[src/rtl/core/bvo_square.sv]
// Two-stage unsigned squarer built from half-width partial products.
`timescale 1ns / 1ps
`default_nettype none

module bvo_square #(
    parameter int W = 32
) (
    input  wire             aclk,
    input  wire             en,
    input  wire  [W-1:0]    value,
    output logic [2*W-1:0]  square
);

    localparam int H = (W + 1) / 2;
    localparam int L = W - H;

    logic [H-1:0]     lo;
    logic [L-1:0]     hi;
    logic [2*H-1:0]   ll_reg;
    logic [H+L-1:0]   lh_reg;
    logic [2*L-1:0]   hh_reg;
    logic [2*W-1:0]   square_reg;
    logic [2*W-1:0]   square_next;

    assign lo = value[H-1:0];
    assign hi = value[W-1:H];

    // Stage A: form the partial products
    always_ff @(posedge aclk) begin
        if (en) begin
            ll_reg <= (2*H)'(lo) * (2*H)'(lo);
            lh_reg <= (H+L)'(lo) * (H+L)'(hi);
            hh_reg <= (2*L)'(hi) * (2*L)'(hi);
        end
    end

    // Stage B: align and add; the cross term appears twice
    always_comb begin
        square_next = {hh_reg, {(2*H){1'b0}}}
                    + ((2*W)'(lh_reg) << (H + 1))
                    + (2*W)'(ll_reg);
    end

    always_ff @(posedge aclk) begin
        if (en) begin
            square_reg <= square_next;
        end
    end

    assign square = square_reg;

endmodule : bvo_square

`default_nettype wire

[config.mk]
export PLATFORM = sky130hd
export DESIGN_NAME = bvo_square
export DESIGN_NICKNAME = d
export VERILOG_FILES = /design/src/rtl/core/bvo_square.sv
export SDC_FILE = /design/constraint.sdc
export NUM_CORES = 2
export LEC_CHECK = 0
export ABC_CLOCK_PERIOD_IN_PS = 17000
export BUFFER_PORTS_ARGS = -buffer_cell sky130_fd_sc_hd__buf_4
export CAP_MARGIN = 40
export CELL_PAD_IN_SITES_DETAIL_PLACEMENT = 2
export CELL_PAD_IN_SITES_GLOBAL_PLACEMENT = 2
export CORE_ASPECT_RATIO = 0.75
export CORE_MARGIN = 4
export CORE_UTILIZATION = 46
export DETAILED_ROUTE_END_ITERATION = 16
export PLACE_DENSITY = 0.92
export SLEW_MARGIN = 40
export SYNTH_ARGS = -nofsm -noshare
export SYNTH_HDL_FRONTEND = slang
export SYNTH_SLANG_ARGS = --single-unit
[constraint.sdc]
create_clock -name aclk -period 17 [get_ports aclk]
set_input_delay 3.4 -clock aclk [delete_from_list [all_inputs] [get_ports aclk]]
set_output_delay 3.4 -clock aclk [all_outputs]
set_load 0.005 [all_outputs]
==> reports/metrics.cfg <==
[run]
drv_cap=0

[final_layout]
stdcell_area_mm2=0.0314
fin_util_pct=50.1
nFillCells=6524
drive_above_1_share_pct=5.09
largest_reg_flops=63
layoutNonFillerInstCount=3935
syn_to_final_growth_pct=6.88
final_nets=3962

[synth]
synth_area_mm2=0.0294
synthTopCellsByArea=fa_1 (36%), edfxtp_1 (16%), ha_1 (14%)
synthTopCellsByCount=inv_1 (735), fa_1 (521), nand2_1 (340), ha_1 (336), and2_1 (183)
async_flop_share_pct=0
synth_edf_count=157
yosysSeqAreaShare_pct=16.1
synth_top_area_cell=fa_1
ys_seq_elements=157
ys_warn_count=0
yosysTopAreaCellShare_pct=35.5
synth_cell_type_count=63
postSynthCellCount=3058
synth_nets=3949
synth_most_common_cell=inv_1
postSynthAreaPerCell_um2=9.60
synth_top_flop_cell=edfxtp_1

[routing]
wl_mm=119
vias_per_cell=5.90
firstDrtPassIters=5
wl_per_cell_um=30.4
vias=23200
drtAntennaViolNets=0
drt_iter0_drc=2042
drc=0

[placement]
place_inst=3902
hpwl_mm=88.9
io_buffers=96
place.gp.congestion=0.876
placed_area_mm2=0.0308

[sta]
fin_crit_sh_pct=63.0
worstMarginPinSlew_ns=0.806
setup_tns_ns=0
drv_slew=0
setup_viol=0
fmax_mhz=93.3
skew_ns=0.0137
relSlewSlack_pct=46.0
rsz0062_at_grt=no
hold_violations=0
fin_crit_ns=10.71

[global_routing]
overflow=0
antenna_found_initial=4
grt_pass1_vias=28100
grt_max_degree=67
grt_first_pass_wirelength_mm=182
grt_usage_pct=36.1

[clock_network]
cts_resized=0
post-cts-setup-buffers=0
cts_sinks=157
clock_path_buffers=2
clk_latency_ns=0.53
numCtsBuffers=17
cts-root-buf=clkbuf_16
tritoncts=built
clkTransAtPathRegs_ns=0.07
cts.hold.buffers_added=0
htreeDepth=4

[worst_setup_path]
cp_data_required_time_ns=17.27
crit_type=input pin to register
cp.arrival_ns=10.99
critPathTopFamily=adder cells
max_stage_delay_ns=0.69
crit_buf_inv=8
cp-end-kind=register
cp_slowest_cell=a311oi_2
r2r_slack_ns=12.96
path_max_fanout=25
cp-start-kind=input pin

[floorplan]
die-width_um=300
core_area_mm2=0.0626
start_util_pct=46.9
io_pins=98
die_area_mm2=0.0680
fp-row-count=79
chipHeight_um=227

[min_path]
hold_path_class=register to register

[run_status]
status=complete, no violations

[cells by family after synthesis]
logic type      count (synthesis)  synth area share [%]
compound gates                304                  6.92
xor+xnor                      140                  4.18
fa+ha+maj                     857                  49.8
buf+inv                       843                  10.8
flops                         157                  16.1
mux                             3                 0.115
other cells                     1                0.0128
simple gates                  753                  12.1
[through the flow]
stage                     worst slack (ns)  hold slack (ns)
after floorplan                       7.44            0.400
after CTS                             6.41            0.432
after global routing                  5.86            0.445
after detailed placement              6.12            0.408
final                                 6.29            0.431
after global placement                6.74            0.403
[cell usage in the layout, fill, tap and decap left out, types with 6 or more instances in the layout]
master,n
o21bai_1,14
buf_4,96
nor2_1,122
inv_1,735
o21a_1,14
a31oi_1,9
a21oi_1,98
fa_1,521
nor2b_1,14
and2_1,183
xor2_1,38
nand2_1,340
o211ai_1,6
nand4_1,14
xnor2_1,102
clkbuf_16,17
nor3_1,10
a21o_1,51
o21ai_1,14
a211oi_1,10
nand2b_1,16
ha_1,336
and3_1,12
edfxtp_1,157
nand3_1,22
o21ai_0,42
[cell type report]
type / count / area (µm²) / share of cell area, %
Antenna cell: 1 / 2.50 / 0.00798
Clock inverter: 15 / 175 / 0.558
Timing Repair Buffer: 99 / 754 / 2.40
Sequential cell: 157 / 4710 / 15.0
Tap cell: 850 / 1060 / 3.39
Clock buffer: 17 / 425 / 1.36
Multi-Input combinational cell: 2058 / 21500 / 68.4
Inverter: 738 / 2770 / 8.83
[worst reg2reg max path: stages, from the launching register on]
cell,delay [ns]
edfxtp_1,0.42
ha_1,0.23
inv_1,0.08
fa_1,0.23
nor2b_1,0.09
o31ai_2,0.48
a2111oi_4,0.20
o31ai_1,0.53
o22ai_1,0.27
o21ai_1,0.44
o21a_1,0.41
nor2_1,0.12
xor2_1,0.31
[metal layers]
metal,up-vias,GRT usage (%),wire (µm)
li1,9395,-,-
met1,12300,43.7,46100
met2,1149,62.0,58500
met3,408,8.35,9150
met4,4,16.2,5720
met5,-,0,23
[path summary, 6_finish.rpt]
| check | startpoint | endpoint | cells after the start |
|---|---|---|---|
| min | ll_reg[5] | square[5] | 0 |
| min reg2reg | ll_reg[5] | square[5] | 0 |
| max reg2reg | lh_reg[0] | square[63] | 12 |
| max | value[3] | ll_reg[28] | 25 |
Power is not shown: default switching activity piles up to over one toggle a cycle in this logic, so the estimate is an artifact.
